<file path="src/design/signed_integer_alu_mul_div_assert.svh">
// Assertion macros shared by the arithmetic unit's modules.
`ifndef SIGNED_INTEGER_ALU_MUL_DIV_ASSERT_SVH
`define SIGNED_INTEGER_ALU_MUL_DIV_ASSERT_SVH

// Same-cycle implication, disabled while reset is asserted.
`define SIALU_ASSERT_SAME(lbl, clk, rst_n, ante, cons) \
  lbl: assert property (@(posedge clk) disable iff (!rst_n) (ante) |-> (cons)) \
    else $error("sialu: same-cycle check failed");

// Next-cycle implication, disabled while reset is asserted.
`define SIALU_ASSERT_NEXT(lbl, clk, rst_n, ante, cons) \
  lbl: assert property (@(posedge clk) disable iff (!rst_n) (ante) |=> (cons)) \
    else $error("sialu: next-cycle check failed");

`endif

</file>
<file path="src/design/sialu_pkg.sv">
`timescale 1ns / 1ps

package sialu_pkg;

  localparam int unsigned WordW = 32;
  localparam int unsigned Steps = WordW;
  localparam int unsigned CntW  = $clog2(Steps);

  typedef logic signed [WordW-1:0] word_t;
  typedef logic [WordW-1:0]        uword_t;
  typedef logic [CntW-1:0]         cnt_t;

  localparam word_t IntMin   = {1'b1, {(WordW-1){1'b0}}};
  localparam word_t MinusOne = '1;

  typedef enum logic [1:0] {
    MODE_ADD = 2'd0,
    MODE_SUB = 2'd1,
    MODE_MUL = 2'd2,
    MODE_DIV = 2'd3
  } mode_t;

  typedef enum logic [1:0] {
    STATUS_OK       = 2'd0,
    STATUS_DIV_ZERO = 2'd1,
    STATUS_DIV_OVF  = 2'd2
  } status_t;

  typedef enum logic [3:0] {
    S_IDLE,
    S_ADDSUB,
    S_MUL,
    S_ABS_A,
    S_ABS_B,
    S_DIV,
    S_NEG_Q,
    S_NEG_R,
    S_FINISH
  } state_t;

  // Datapath operation for the current cycle.
  typedef enum logic [3:0] {
    OP_IDLE,
    OP_LOAD,
    OP_ADDSUB,
    OP_MUL_STEP,
    OP_ABS_A,
    OP_ABS_B,
    OP_DIV_STEP,
    OP_NEG_Q,
    OP_NEG_R,
    OP_CAPTURE
  } dp_op_t;

endpackage

</file>
<file path="src/design/sialu_if.sv">
`timescale 1ns / 1ps

interface sialu_in_if;
  import sialu_pkg::*;

  logic  valid;
  logic  ready;
  mode_t mode;
  word_t operand_a;
  word_t operand_b;

  modport source (output valid, output mode, output operand_a, output operand_b,
                  input ready);
  modport sink   (input valid, input mode, input operand_a, input operand_b,
                  output ready);
endinterface

interface sialu_out_if;
  import sialu_pkg::*;

  logic    valid;
  logic    ready;
  word_t   result_value;
  word_t   remainder_value;
  status_t status;

  modport source (output valid, output result_value, output remainder_value,
                  output status, input ready);
  modport sink   (input valid, input result_value, input remainder_value,
                  input status, output ready);
endinterface

</file>
<file path="src/design/sialu_dpath.sv">
`timescale 1ns / 1ps
`include "signed_integer_alu_mul_div_assert.svh"

module sialu_dpath (
  input  logic              clk,
  input  logic              rst_n,
  input  sialu_pkg::dp_op_t op,
  input  sialu_pkg::mode_t  in_mode,
  input  sialu_pkg::word_t  in_a,
  input  sialu_pkg::word_t  in_b,
  output logic              div_err,
  output sialu_pkg::word_t  out_result,
  output sialu_pkg::word_t  out_remainder,
  output sialu_pkg::status_t out_status
);
  import sialu_pkg::*;

  mode_t   mode_r, mode_nxt;
  uword_t  a_r, a_nxt;        // multiplicand, or dividend / quotient shifter
  uword_t  b_r, b_nxt;        // multiplier, or divisor
  uword_t  acc_r, acc_nxt;    // product accumulator, or partial remainder
  logic    q_neg_r, q_neg_nxt;
  logic    r_neg_r, r_neg_nxt;
  status_t status_r, status_nxt;
  word_t   res_out_r, res_out_nxt;
  word_t   rem_out_r, rem_out_nxt;
  status_t sts_out_r, sts_out_nxt;

  // Shared adder / subtractor
  uword_t         alu_x;
  uword_t         alu_y;
  logic           alu_sub;
  logic [WordW:0] alu_sum;
  logic           alu_carry;
  uword_t         shifted;
  logic           err;

  assign shifted   = {acc_r[WordW-2:0], a_r[WordW-1]};
  assign alu_sum   = {1'b0, alu_x} + {1'b0, (alu_sub ? ~alu_y : alu_y)}
                     + {{WordW{1'b0}}, alu_sub};
  assign alu_carry = alu_sum[WordW];
  assign err       = (status_r != STATUS_OK);
  assign div_err   = err;

  always_comb begin
    alu_x   = a_r;
    alu_y   = b_r;
    alu_sub = 1'b0;
    unique case (op)
      OP_ADDSUB: begin
        alu_sub = (mode_r == MODE_SUB);
      end
      OP_MUL_STEP: begin
        alu_x = acc_r;
        alu_y = a_r;
      end
      OP_ABS_A, OP_NEG_Q: begin
        alu_x   = '0;
        alu_y   = a_r;
        alu_sub = 1'b1;
      end
      OP_ABS_B: begin
        alu_x   = '0;
        alu_y   = b_r;
        alu_sub = 1'b1;
      end
      OP_DIV_STEP: begin
        alu_x   = shifted;
        alu_sub = 1'b1;
      end
      OP_NEG_R: begin
        alu_x   = '0;
        alu_y   = acc_r;
        alu_sub = 1'b1;
      end
      default: begin
        alu_sub = 1'b0;
      end
    endcase
  end

  always_comb begin
    mode_nxt    = mode_r;
    a_nxt       = a_r;
    b_nxt       = b_r;
    acc_nxt     = acc_r;
    q_neg_nxt   = q_neg_r;
    r_neg_nxt   = r_neg_r;
    status_nxt  = status_r;
    res_out_nxt = res_out_r;
    rem_out_nxt = rem_out_r;
    sts_out_nxt = sts_out_r;
    unique case (op)
      OP_LOAD: begin
        mode_nxt  = in_mode;
        a_nxt     = uword_t'(in_a);
        b_nxt     = uword_t'(in_b);
        acc_nxt   = '0;
        q_neg_nxt = in_a[WordW-1] ^ in_b[WordW-1];
        r_neg_nxt = in_a[WordW-1];
        if (in_mode != MODE_DIV) begin
          status_nxt = STATUS_OK;
        end else if (in_b == '0) begin
          status_nxt = STATUS_DIV_ZERO;
        end else if (in_a == IntMin && in_b == MinusOne) begin
          status_nxt = STATUS_DIV_OVF;
        end else begin
          status_nxt = STATUS_OK;
        end
      end
      OP_ADDSUB: begin
        acc_nxt = alu_sum[WordW-1:0];
      end
      OP_MUL_STEP: begin
        if (b_r[0]) begin
          acc_nxt = alu_sum[WordW-1:0];
        end
        a_nxt = {a_r[WordW-2:0], 1'b0};
        b_nxt = {1'b0, b_r[WordW-1:1]};
      end
      OP_ABS_A: begin
        if (r_neg_r) begin
          a_nxt = alu_sum[WordW-1:0];
        end
      end
      OP_ABS_B: begin
        if (b_r[WordW-1]) begin
          b_nxt = alu_sum[WordW-1:0];
        end
      end
      OP_DIV_STEP: begin
        // Restoring step: keep the difference only when it did not borrow
        acc_nxt = alu_carry ? alu_sum[WordW-1:0] : shifted;
        a_nxt   = {a_r[WordW-2:0], alu_carry};
      end
      OP_NEG_Q: begin
        if (q_neg_r) begin
          a_nxt = alu_sum[WordW-1:0];
        end
      end
      OP_NEG_R: begin
        if (r_neg_r) begin
          acc_nxt = alu_sum[WordW-1:0];
        end
      end
      OP_CAPTURE: begin
        sts_out_nxt = status_r;
        if (err) begin
          res_out_nxt = '0;
          rem_out_nxt = '0;
        end else if (mode_r == MODE_DIV) begin
          res_out_nxt = word_t'(a_r);
          rem_out_nxt = word_t'(acc_r);
        end else begin
          res_out_nxt = word_t'(acc_r);
          rem_out_nxt = '0;
        end
      end
      default: begin
        mode_nxt = mode_r;
      end
    endcase
  end

  always_ff @(posedge clk) begin
    mode_r    <= mode_nxt;
    a_r       <= a_nxt;
    b_r       <= b_nxt;
    acc_r     <= acc_nxt;
    q_neg_r   <= q_neg_nxt;
    r_neg_r   <= r_neg_nxt;
    status_r  <= status_nxt;
    res_out_r <= res_out_nxt;
    rem_out_r <= rem_out_nxt;
    sts_out_r <= sts_out_nxt;
  end

  assign out_result    = res_out_r;
  assign out_remainder = rem_out_r;
  assign out_status    = sts_out_r;

  `SIALU_ASSERT_NEXT(a_rem_below_divisor, clk, rst_n, op == OP_DIV_STEP, acc_r < b_r)
  `SIALU_ASSERT_NEXT(a_load_clears_acc, clk, rst_n, op == OP_LOAD, acc_r == '0)
  `SIALU_ASSERT_NEXT(a_err_zero_fields, clk, rst_n, op == OP_CAPTURE && err, out_result == '0 && out_remainder == '0)

endmodule

</file>
<file path="src/design/sialu_ctrl.sv">
`timescale 1ns / 1ps
`include "signed_integer_alu_mul_div_assert.svh"

module sialu_ctrl (
  input  logic              clk,
  input  logic              rst_n,
  input  logic              in_valid,
  input  sialu_pkg::mode_t  in_mode,
  output logic              in_ready,
  output logic              out_valid,
  input  logic              out_ready,
  input  logic              div_err,
  output sialu_pkg::dp_op_t op
);
  import sialu_pkg::*;

  state_t state_r, state_nxt;
  cnt_t   cnt_r, cnt_nxt;
  logic   out_valid_r, out_valid_nxt;
  logic   last;

  assign last = (cnt_r == cnt_t'(Steps - 1));

  always_ff @(posedge clk) begin
    if (!rst_n) begin
      state_r     <= S_IDLE;
      cnt_r       <= '0;
      out_valid_r <= 1'b0;
    end else begin
      state_r     <= state_nxt;
      cnt_r       <= cnt_nxt;
      out_valid_r <= out_valid_nxt;
    end
  end

  always_comb begin
    state_nxt     = state_r;
    cnt_nxt       = '0;
    out_valid_nxt = out_valid_r && !out_ready;
    op            = OP_IDLE;
    in_ready      = 1'b0;
    unique case (state_r)
      S_IDLE: begin
        in_ready = 1'b1;
        if (in_valid) begin
          op = OP_LOAD;
          unique case (in_mode)
            MODE_ADD, MODE_SUB: state_nxt = S_ADDSUB;
            MODE_MUL:           state_nxt = S_MUL;
            MODE_DIV:           state_nxt = S_ABS_A;
            default:            state_nxt = S_IDLE;
          endcase
        end
      end
      S_ADDSUB: begin
        op        = OP_ADDSUB;
        state_nxt = S_FINISH;
      end
      S_MUL: begin
        op      = OP_MUL_STEP;
        cnt_nxt = cnt_r + 1'b1;
        if (last) begin
          state_nxt = S_FINISH;
        end
      end
      S_ABS_A: begin
        if (div_err) begin
          state_nxt = S_FINISH;
        end else begin
          op        = OP_ABS_A;
          state_nxt = S_ABS_B;
        end
      end
      S_ABS_B: begin
        op        = OP_ABS_B;
        state_nxt = S_DIV;
      end
      S_DIV: begin
        op      = OP_DIV_STEP;
        cnt_nxt = cnt_r + 1'b1;
        if (last) begin
          state_nxt = S_NEG_Q;
        end
      end
      S_NEG_Q: begin
        op        = OP_NEG_Q;
        state_nxt = S_NEG_R;
      end
      S_NEG_R: begin
        op        = OP_NEG_R;
        state_nxt = S_FINISH;
      end
      S_FINISH: begin
        // Wait for the output slot to free up
        if (!out_valid_r || out_ready) begin
          op            = OP_CAPTURE;
          out_valid_nxt = 1'b1;
          state_nxt     = S_IDLE;
        end
      end
      default: begin
        state_nxt = S_IDLE;
      end
    endcase
  end

  assign out_valid = out_valid_r;

  `SIALU_ASSERT_SAME(a_cnt_idle_zero, clk, rst_n, state_r != S_MUL && state_r != S_DIV, cnt_r == '0)
  `SIALU_ASSERT_NEXT(a_mul_runs_full, clk, rst_n, state_r == S_MUL && !last, state_r == S_MUL)
  `SIALU_ASSERT_NEXT(a_finish_holds, clk, rst_n, state_r == S_FINISH && out_valid_r && !out_ready, state_r == S_FINISH)

endmodule

</file>
<file path="src/design/signed_integer_alu_mul_div.sv">
`timescale 1ns / 1ps
// Signed 32-bit arithmetic unit: add, subtract, multiply (low 32 bits of the
// product) and divide (quotient truncated toward zero, remainder with the sign
// of the dividend). One shared 33-bit adder/subtractor does all the work under
// a small sequencer, so the unit takes one transaction at a time. Add and
// subtract make a single adder pass; multiply runs 32 shift-add steps; divide
// takes the absolute value of each operand, runs 32 restoring shift-subtract
// steps, then fixes the signs of quotient and remainder. A zero divisor
// returns status 1 and the most negative value over minus one returns status
// 2, both with zero result fields. Add, subtract and multiply wrap silently.
// Results sit in an output register, so the input side reopens as soon as a
// result is captured, even if the consumer has not taken it.
module signed_integer_alu_mul_div (
  input logic         clk,
  input logic         rst_n,
  sialu_in_if.sink    in_ch,
  sialu_out_if.source out_ch
);
  import sialu_pkg::*;

  dp_op_t op;
  logic   div_err;

  // Sequencer: state, step counter and output valid flag
  sialu_ctrl u_ctrl (
    .clk       (clk),
    .rst_n     (rst_n),
    .in_valid  (in_ch.valid),
    .in_mode   (in_ch.mode),
    .in_ready  (in_ch.ready),
    .out_valid (out_ch.valid),
    .out_ready (out_ch.ready),
    .div_err   (div_err),
    .op        (op)
  );

  // Operand registers, shared adder and output payload register
  sialu_dpath u_dpath (
    .clk           (clk),
    .rst_n         (rst_n),
    .op            (op),
    .in_mode       (in_ch.mode),
    .in_a          (in_ch.operand_a),
    .in_b          (in_ch.operand_b),
    .div_err       (div_err),
    .out_result    (out_ch.result_value),
    .out_remainder (out_ch.remainder_value),
    .out_status    (out_ch.status)
  );

endmodule
</file>
<file path="src/flat_wrapper.sv">
// flat-port wrapper written by rule: the top's interface ports become plain ports
module signed_integer_alu_mul_div_flat import sialu_pkg::*;
  (clk, rst_n, in_ch_valid, in_ch_mode, in_ch_operand_a, in_ch_operand_b, in_ch_ready, out_ch_valid, out_ch_result_value, out_ch_remainder_value, out_ch_status, out_ch_ready);
  sialu_in_if in_ch_i ();
  sialu_out_if out_ch_i ();
  input logic clk;
  input logic rst_n;
  input wire logic [$bits(in_ch_i.valid)-1:0] in_ch_valid;
  input wire logic [$bits(in_ch_i.mode)-1:0] in_ch_mode;
  input wire logic [$bits(in_ch_i.operand_a)-1:0] in_ch_operand_a;
  input wire logic [$bits(in_ch_i.operand_b)-1:0] in_ch_operand_b;
  output wire logic [$bits(in_ch_i.ready)-1:0] in_ch_ready;
  output wire logic [$bits(out_ch_i.valid)-1:0] out_ch_valid;
  output wire logic [$bits(out_ch_i.result_value)-1:0] out_ch_result_value;
  output wire logic [$bits(out_ch_i.remainder_value)-1:0] out_ch_remainder_value;
  output wire logic [$bits(out_ch_i.status)-1:0] out_ch_status;
  input wire logic [$bits(out_ch_i.ready)-1:0] out_ch_ready;
  assign in_ch_i.valid = in_ch_valid;
  assign in_ch_i.mode = in_ch_mode;
  assign in_ch_i.operand_a = in_ch_operand_a;
  assign in_ch_i.operand_b = in_ch_operand_b;
  assign in_ch_ready = in_ch_i.ready;
  assign out_ch_valid = out_ch_i.valid;
  assign out_ch_result_value = out_ch_i.result_value;
  assign out_ch_remainder_value = out_ch_i.remainder_value;
  assign out_ch_status = out_ch_i.status;
  assign out_ch_i.ready = out_ch_ready;
  signed_integer_alu_mul_div u_core (.clk(clk), .rst_n(rst_n), .in_ch(in_ch_i), .out_ch(out_ch_i));
endmodule
</file>
<file path="config.mk">
export PLATFORM = sky130hd
export DESIGN_NAME = signed_integer_alu_mul_div_flat
export DESIGN_NICKNAME = d
export VERILOG_FILES = /design/src/design/sialu_pkg.sv /design/src/design/sialu_if.sv /design/src/design/sialu_dpath.sv /design/src/design/sialu_ctrl.sv /design/src/design/signed_integer_alu_mul_div.sv /design/src/flat_wrapper.sv
export VERILOG_INCLUDE_DIRS = /design/src /design/src/design
export SDC_FILE = /design/constraint.sdc
export NUM_CORES = 1
export LEC_CHECK = 0
export ABC_AREA = 0
export BUFFER_PORTS_ARGS = -buffer_cell sky130_fd_sc_hd__buf_2
export CORE_MARGIN = 10
export CORE_UTILIZATION = 50
export CTS_CLUSTER_SIZE = 40
export DETAILED_ROUTE_END_ITERATION = 12
export PLACE_DENSITY = 0.69
export SYNTH_ARGS = -nofsm -noshare
export SYNTH_HDL_FRONTEND = slang
export SYNTH_SLANG_ARGS = --single-unit
</file>
<file path="constraint.sdc">
create_clock -name clk -period 4.95 [get_ports clk]
set_input_delay 0.99 -clock clk [delete_from_list [all_inputs] [get_ports clk]]
set_output_delay 0.99 -clock clk [all_outputs]
set_load 0.02 [all_outputs]
</file>
Word level (Yosys, flattened, before mapping)
Index checks and enable logic that the tools add are counted.
Word-level totals
  flip-flop bits (word level): 178
  bits of input ports: 70
Cells by class
  add/subtract/negate cells: 3
  eq/ne operators: 35
  mux-type cells: 29
  bitwise logic cells: 3
  reduce and logical (&&, ||, !) cells: 25
Operators with widths (count)
  one-hot mux 32 bit (5 select lines): 2
  two-way mux 32 bit: 7
  one-hot mux 32 bit (3 select lines): 2
  one-hot mux 32 bit (2 select lines): 1
  one-hot mux 4 bit (9 select lines): 1
  adder 32 x 32 -> 33 bit: 1
  adder 33 x 1 -> 33 bit: 1
  equality test 32 x 1 -> 1 bit, second input constant: 1
  equality test 32 bit, second input constant: 1
  equality test 4 x 3 -> 1 bit, second input constant: 8
  zero test 32 bit: 1
  NOT 32 bit: 1
  one-hot mux 4 bit (8 select lines): 1
  two-way mux 4 bit: 6
  != test 2 bit, second input constant: 10
  equality test 4 x 2 -> 1 bit, second input constant: 4
  equality test 4 bit, second input constant: 3
  one-hot mux 4 bit (3 select lines): 1
  nonzero test 5 bit: 2
  OR reduction 2 bit: 5
  equality test 4 x 1 -> 1 bit, second input constant: 2
  equality test 2 bit, second input constant: 3
  AND reduction 3 bit: 2
  adder 5 x 1 -> 5 bit, second input constant: 1
  20 further kinds: 28

Logic depth before layout (Yosys ltp)
  depth after elaboration: 13
  gate-level depth with buffers: 21

Hierarchy
From an unflattened synthesis, not the netlist that was laid out.
Second synthesis, totals
  cell total of the unflattened synthesis: 1193
  area, all modules: 11534.8 um2
By module, submodules not included
  sialu_dpath: times used 1, cells an instance 1128, area an instance 10964.3 um2
  sialu_ctrl: times used 1, cells an instance 65, area an instance 570.5 um2

Worst setup path after synthesis
Ideal clock, no wire load.
  kind: reg-to-reg
  from: register u_core.u_ctrl.state_r[0]
  to: register u_core.u_dpath.rem_out_r[0], in the netlist u_core.u_dpath.out_remainder[0], enable pin
  arrival time: 4.028 ns
  data required time: 4.452 ns
  setup slack: 0.424 ns
  cell stages (with the launch flop): 5
  path buffers: 2
  cells stage by stage: dfxtp_1 buf_4 clkbuf_1 nor4_1 nor2b_1
On the way
  word-level cells in the longest chain between the ends: 3
  elaborated cells on any way between the ends: 11
  classes of those cells: eq/ne: 9; mux: 1; reduce/logical: 1
Ends and longest elaborated chain
  from (decl): line sialu_ctrl.sv:17  | state_t state_r, state_nxt;
  from (signal assigned): line sialu_ctrl.sv:30  | state_r <= state_nxt;
  equality test 4 bit (tied with other cells): line sialu_ctrl.sv:42  | unique case (state_r)
  one-hot mux 4 bit (9 select lines) *: line sialu_ctrl.sv:42
  equality test 4 bit *: line sialu_dpath.sv:93  | unique case (op)
  to (signal assigned): line sialu_dpath.sv:174  | rem_out_r <= rem_out_nxt;
  to (decl): line sialu_dpath.sv:26  | word_t rem_out_r, rem_out_nxt;
Every way passes the cells marked *; elsewhere a longest branch is shown, timed or not.
A chain may end at the register's enable or synchronous reset.

Worst setup path after layout
  from: register u_core.u_dpath.status_r[1]
  to: register u_core.u_dpath.a_r[30] (data pin)
On the way
  word-level cells in the longest chain between the ends: 12
  elaborated cells on any way between the ends: 24
  classes of those cells: add/sub: 2; eq/ne: 8; mux: 9; bitwise: 1; reduce/logical: 4
Ends and longest elaborated chain
  from (decl): line sialu_dpath.sv:24  | status_t status_r, status_nxt;
  from (signal assigned): line sialu_dpath.sv:172  | status_r <= status_nxt;
  nonzero test 2 bit *: line sialu_dpath.sv:42  | assign err = (status_r != STATUS_OK);
  two-way mux 3 bit *: line sialu_ctrl.sv:67  | if (div_err) begin
  one-hot mux 4 bit (9 select lines) *: line sialu_ctrl.sv:42
  equality test 4 x 3 -> 1 bit or equality test 4 x 2 -> 1 bit (tied branches): line sialu_dpath.sv:49, sialu_dpath.sv:93
  OR reduction 3 bit (no line)
  one-hot mux 32 bit (2 select lines): line sialu_dpath.sv:49  | unique case (op)
  NOT 32 bit: line sialu_dpath.sv:39  | assign alu_sum = {1'b0, alu_x} + {1'b0, (alu_sub ? ~alu_y : alu_y)}
  two-way mux 32 bit: line sialu_dpath.sv:39
  adder 32 x 32 -> 33 bit: line sialu_dpath.sv:39
  adder 33 x 1 -> 33 bit: line sialu_dpath.sv:40  | + {{WordW{1'b0}}, alu_sub};
  two-way mux 32 bit, on equally long branches: line sialu_dpath.sv:137, sialu_dpath.sv:122
  one-hot mux 32 bit (5 select lines) *: line sialu_dpath.sv:93
  via u_core.u_dpath.a_nxt[30]: line sialu_dpath.sv:19  | uword_t a_r, a_nxt;
  to (signal assigned): line sialu_dpath.sv:167  | a_r <= a_nxt;
  to (decl): line sialu_dpath.sv:19
The timed path passes the listed nets; every way through them passes the cells marked *. The select of a mux whose other input is x is not followed.

==> impl_results.md <==
* Half-perimeter wire length after placement at 26,530 µm
* Leading register cell type out of synthesis: sky130_fd_sc_hd__edfxtp_1
* Number of antenna violations at the first check in global routing at 0
* Count of flip-flops with a built-in enable after synthesis at 168
* Launching instance or port of the critical path: u_core.u_dpath.status_r[1]
* Height of the die at 169.7 µm
* Clock-pin transition on the worst setup and hold timing paths at 0.08 ns
* Sort of element at the end of the critical path: flip-flop
* Net count of the mapped netlist at 1,238
* Overflow after GRT at 0
* CP most frequent cell: sky130_fd_sc_hd__o21ai_1
* Hold Path Origin: u_core.u_ctrl.cnt_r[0]
* Slowest-stage cell, CP: sky130_fd_sc_hd__edfxtp_1
* Overall via count from detail_route at 10.50k
* Number of buffers and inverters on the critical path at 2
* CP cell instances: or2_1 > a311o_1 > buf_4 > a222oi_1 > inv_1 > fa_1 > a21oi_1 > o22ai_1 > o2111ai_2 > a21oi_4 > a31oi_2 > o21ai_1 > a221o_1 > xnor2_1 > o21ai_1
* Starting density of the core at 0.5100
* Gate family responsible for the most delay along the worst path: compound AO/OA/AOI/OAI gates
* R2r startpoint: u_core.u_dpath.status_r[1]
* Kind of critical path: flip-flop to flip-flop
* DRC at 0
* Sequential-to-total area share from yosys stat at 0.4684
* Commonest cells post-synth: sky130_fd_sc_hd__edfxtp_1, sky130_fd_sc_hd__nand2_1, sky130_fd_sc_hd__a21oi_1
* Number of max-capacitance violations reported at 0
* Clock Sink Count at 178
* Iter 0 DRT Violations at 1,873
* Fraction of layout instances using a drive strength above 1 at 0.2021
* Count of endpoints failing setup in the final report at 0
* Synthesized area per cell at 9.875 µm²
* Critical Path Fanout Max at 32
* Synth-to-Final Area Change at 15.82%
* Flops & latches, synth at 178
* Buffers added on ports at 137
* Number of placement rows at 54
* Relative max-transition margin at 0.2865
* Mapped Area at 11,200 µm²
* Area of the core at 21,960 µm²
* Most area-consuming cells after synthesis: sky130_fd_sc_hd__edfxtp_1, sky130_fd_sc_hd__a222oi_1, sky130_fd_sc_hd__a22oi_1, sky130_fd_sc_hd__nand2_1, sky130_fd_sc_hd__ha_1
* Routability Congestion at 0.9718
* Placed cells at 1,508
* CTS Root Buffer Type: sky130_fd_sc_hd__clkbuf_16
* Pin count of the biggest net entering global routing at 65
* Maximum cell stage delay along the critical path at 0.47 ns
* Most frequently used cell type in the post-synthesis netlist: sky130_fd_sc_hd__edfxtp_1
* Arrival time at the worst endpoint at 4.83 ns
* Insertion delay to the later sink of the worst-skew pair at 0.45 ns
* Total detailed-routing wirelength at 38,550 µm
* Run status: finished clean
* Setup Skew at 0.01424 ns
* Share of async-settable or async-resettable flops after synthesis at 0
* RSZ-0062 raised after global routing: false
* Die X-Extent at 169.7 µm
* Count of non-filler cells in the finished layout at 1,543
* Top-area cell type share of the netlist area at 0.4505
* Total number of yosys warnings at 0
* Worst EP required at 5.12 ns
* Gate Count Post-Synth at 1,134
* TritonCTS clock tree: done
* Number of nets at the end of the flow at 1,353
* Final Instance Area at 12,970 µm²
* Num CTS Buffers at 17
* Number of search-and-repair iterations in the first detailed-routing pass at 12
* Post-DP Area at 12,310 µm²
* Startpoint kind of the worst setup timing path: flip-flop
* Cell accounting for the most synthesized area: sky130_fd_sc_hd__edfxtp_1
* Class of the most critical hold timing path: flip-flop to flip-flop
* Final critical path time including I/O delays and setup at 4.654 ns
* Final antenna-violating net count at 0
* Average detailed-routed wire length per instance at 24.98 µm
* Max Fclk at 0.2149 GHz
* Num ports at 138
* Hold_ws at 0.4489 ns
* Combined global-route utilization of all metal layers at 0.2627
* Number of different library cells in the post-synthesis netlist at 82
* Buffer levels on the longest clock path at 2
* Via count normalized by instance count at 6.804
* Global-route wire length before repair at 59,450 µm
* Via count of the first global-routing pass at 10.26k
* Max-slew violations at 0
* Number of H-tree levels at 4
* Part of the cycle the worst path needs at 0.9403
* Number of failing hold endpoints at the final stage at 0
* TNS Setup at 0 ns
* Worst-margin pin slew at 1.066 ns
* Total Die Area at 28,780 µm²
[metrics by stage]
stage	worst slack, ns	utilization
after global placement	0.3128	0.5605
after CTS	0.2298	0.5875
after floorplan	0.4241	-
after detailed placement	0.2718	0.5605
after global routing	0.01563	0.5905
final	0.2956	0.5907
[state kept, by name, summed over array words and instances, names as in the netlist]
name / count
u_core.u_dpath.a_r: 32
u_core.u_dpath.acc_r: 32
u_core.u_dpath.b_r: 32
u_core.u_dpath.out_remainder: 32
u_core.u_dpath.out_result: 32
u_core.u_ctrl.cnt_r: 5
u_core.u_ctrl.state_r: 4
u_core.u_dpath.mode_r: 2
u_core.u_dpath.out_status: 2
u_core.u_dpath.status_r: 2
u_core.u_ctrl.out_valid: 1
u_core.u_dpath.q_neg_r: 1
u_core.u_dpath.r_neg_r: 1
[cell usage in the layout, fill, tap and decap left out, drive strengths merged, types with 8 or more instances in the layout]
| cell | Yosys | final |
|---|---|---|
| buf | 10 | 182 |
| edfxtp | 168 | 168 |
| nand2 | 115 | 115 |
| o21ai | 98 | 98 |
| a21oi | 83 | 83 |
| a222oi | 62 | 62 |
| inv | 55 | 62 |
| a22oi | 60 | 60 |
| nor2 | 46 | 46 |
| xor2 | 44 | 44 |
| and3 | 39 | 39 |
| ha | 33 | 33 |
| nand3 | 21 | 21 |
| o22ai | 19 | 19 |
| nor4 | 17 | 17 |
| clkbuf | 76 | 17 |
| xnor2 | 15 | 15 |
| a21o | 14 | 14 |
| nor3 | 14 | 14 |
| nand4 | 11 | 11 |
| dfxtp | 10 | 10 |
| a211oi | 9 | 9 |
| o2bb2ai | 8 | 8 |
| a31oi | 8 | 8 |
[routing by layer]
| layer | share of wire | global-route usage |
|---|---|---|
| met1 | 0.38 | 0.3412 |
| met3 | 0.13 | 0.06257 |
| met5 | 0 | 0 |
| met4 | 0.031 | 0.1023 |
| met2 | 0.46 | 0.4153 |
[cell families (layout without fill, tap and decap cells)]
family | Yosys count | count (layout) | share of synthesized area
compound gates | 414 | 414 | 0.2594
xor+xnor | 59 | 59 | 0.04615
fa+ha+maj | 34 | 34 | 0.03866
buf+inv | 141 | 269 | 0.04905
flops | 178 | 178 | 0.4684
mux | 2 | 2 | 0.001788
other cells | 0 | 1 | 0
simple gates | 306 | 306 | 0.1365
[worst paths after layout]
path                                          endpoint  slack, ns  cells past startpoint
worst max-delay path            u_core.u_dpath.a_r[30]       0.30                     15
worst min-delay path            u_core.u_ctrl.cnt_r[0]       0.45                      1
worst max register to register  u_core.u_dpath.a_r[30]       0.30                     15
worst min register to register  u_core.u_ctrl.cnt_r[0]       0.45                      1
[timing repair]
item | 4_1_cts | 5_1_grt
buffers inserted | 0 | 2
gates resized for setup | 0 | 12
hold buffers | 0 | 0
endpoints found under the setup margin | 0 | 39
[worst reg2reg max path, cell delays in order, from the launching register on]
cell and delay [ns]:
sky130_fd_sc_hd__edfxtp_1 0.47, sky130_fd_sc_hd__or2_1 0.29, sky130_fd_sc_hd__a311o_1 0.35, sky130_fd_sc_hd__buf_4 0.27, sky130_fd_sc_hd__a222oi_1 0.40, sky130_fd_sc_hd__inv_1 0.13, sky130_fd_sc_hd__fa_1 0.43, sky130_fd_sc_hd__a21oi_1 0.33
sky130_fd_sc_hd__o22ai_1 0.17, sky130_fd_sc_hd__o2111ai_2 0.32, sky130_fd_sc_hd__a21oi_4 0.13, sky130_fd_sc_hd__a31oi_2 0.29, sky130_fd_sc_hd__o21ai_1 0.17, sky130_fd_sc_hd__a221o_1 0.36, sky130_fd_sc_hd__xnor2_1 0.19, sky130_fd_sc_hd__o21ai_1 0.09
[layout make-up]
class                           count  area, µm²
Antenna cell                        1      2.502
Clock buffer                       17      425.4
Clock inverter                     15      168.9
Fill cell                        1872       8989
Inverter                           55      206.4
Multi-Input combinational cell    815       5525
Sequential cell                   178       5248
Tap cell                          280      350.3
Timing Repair Buffer              182       1044
Power is not shown: default switching activity piles up to over one toggle a cycle in this logic, so the estimate is an artifact.
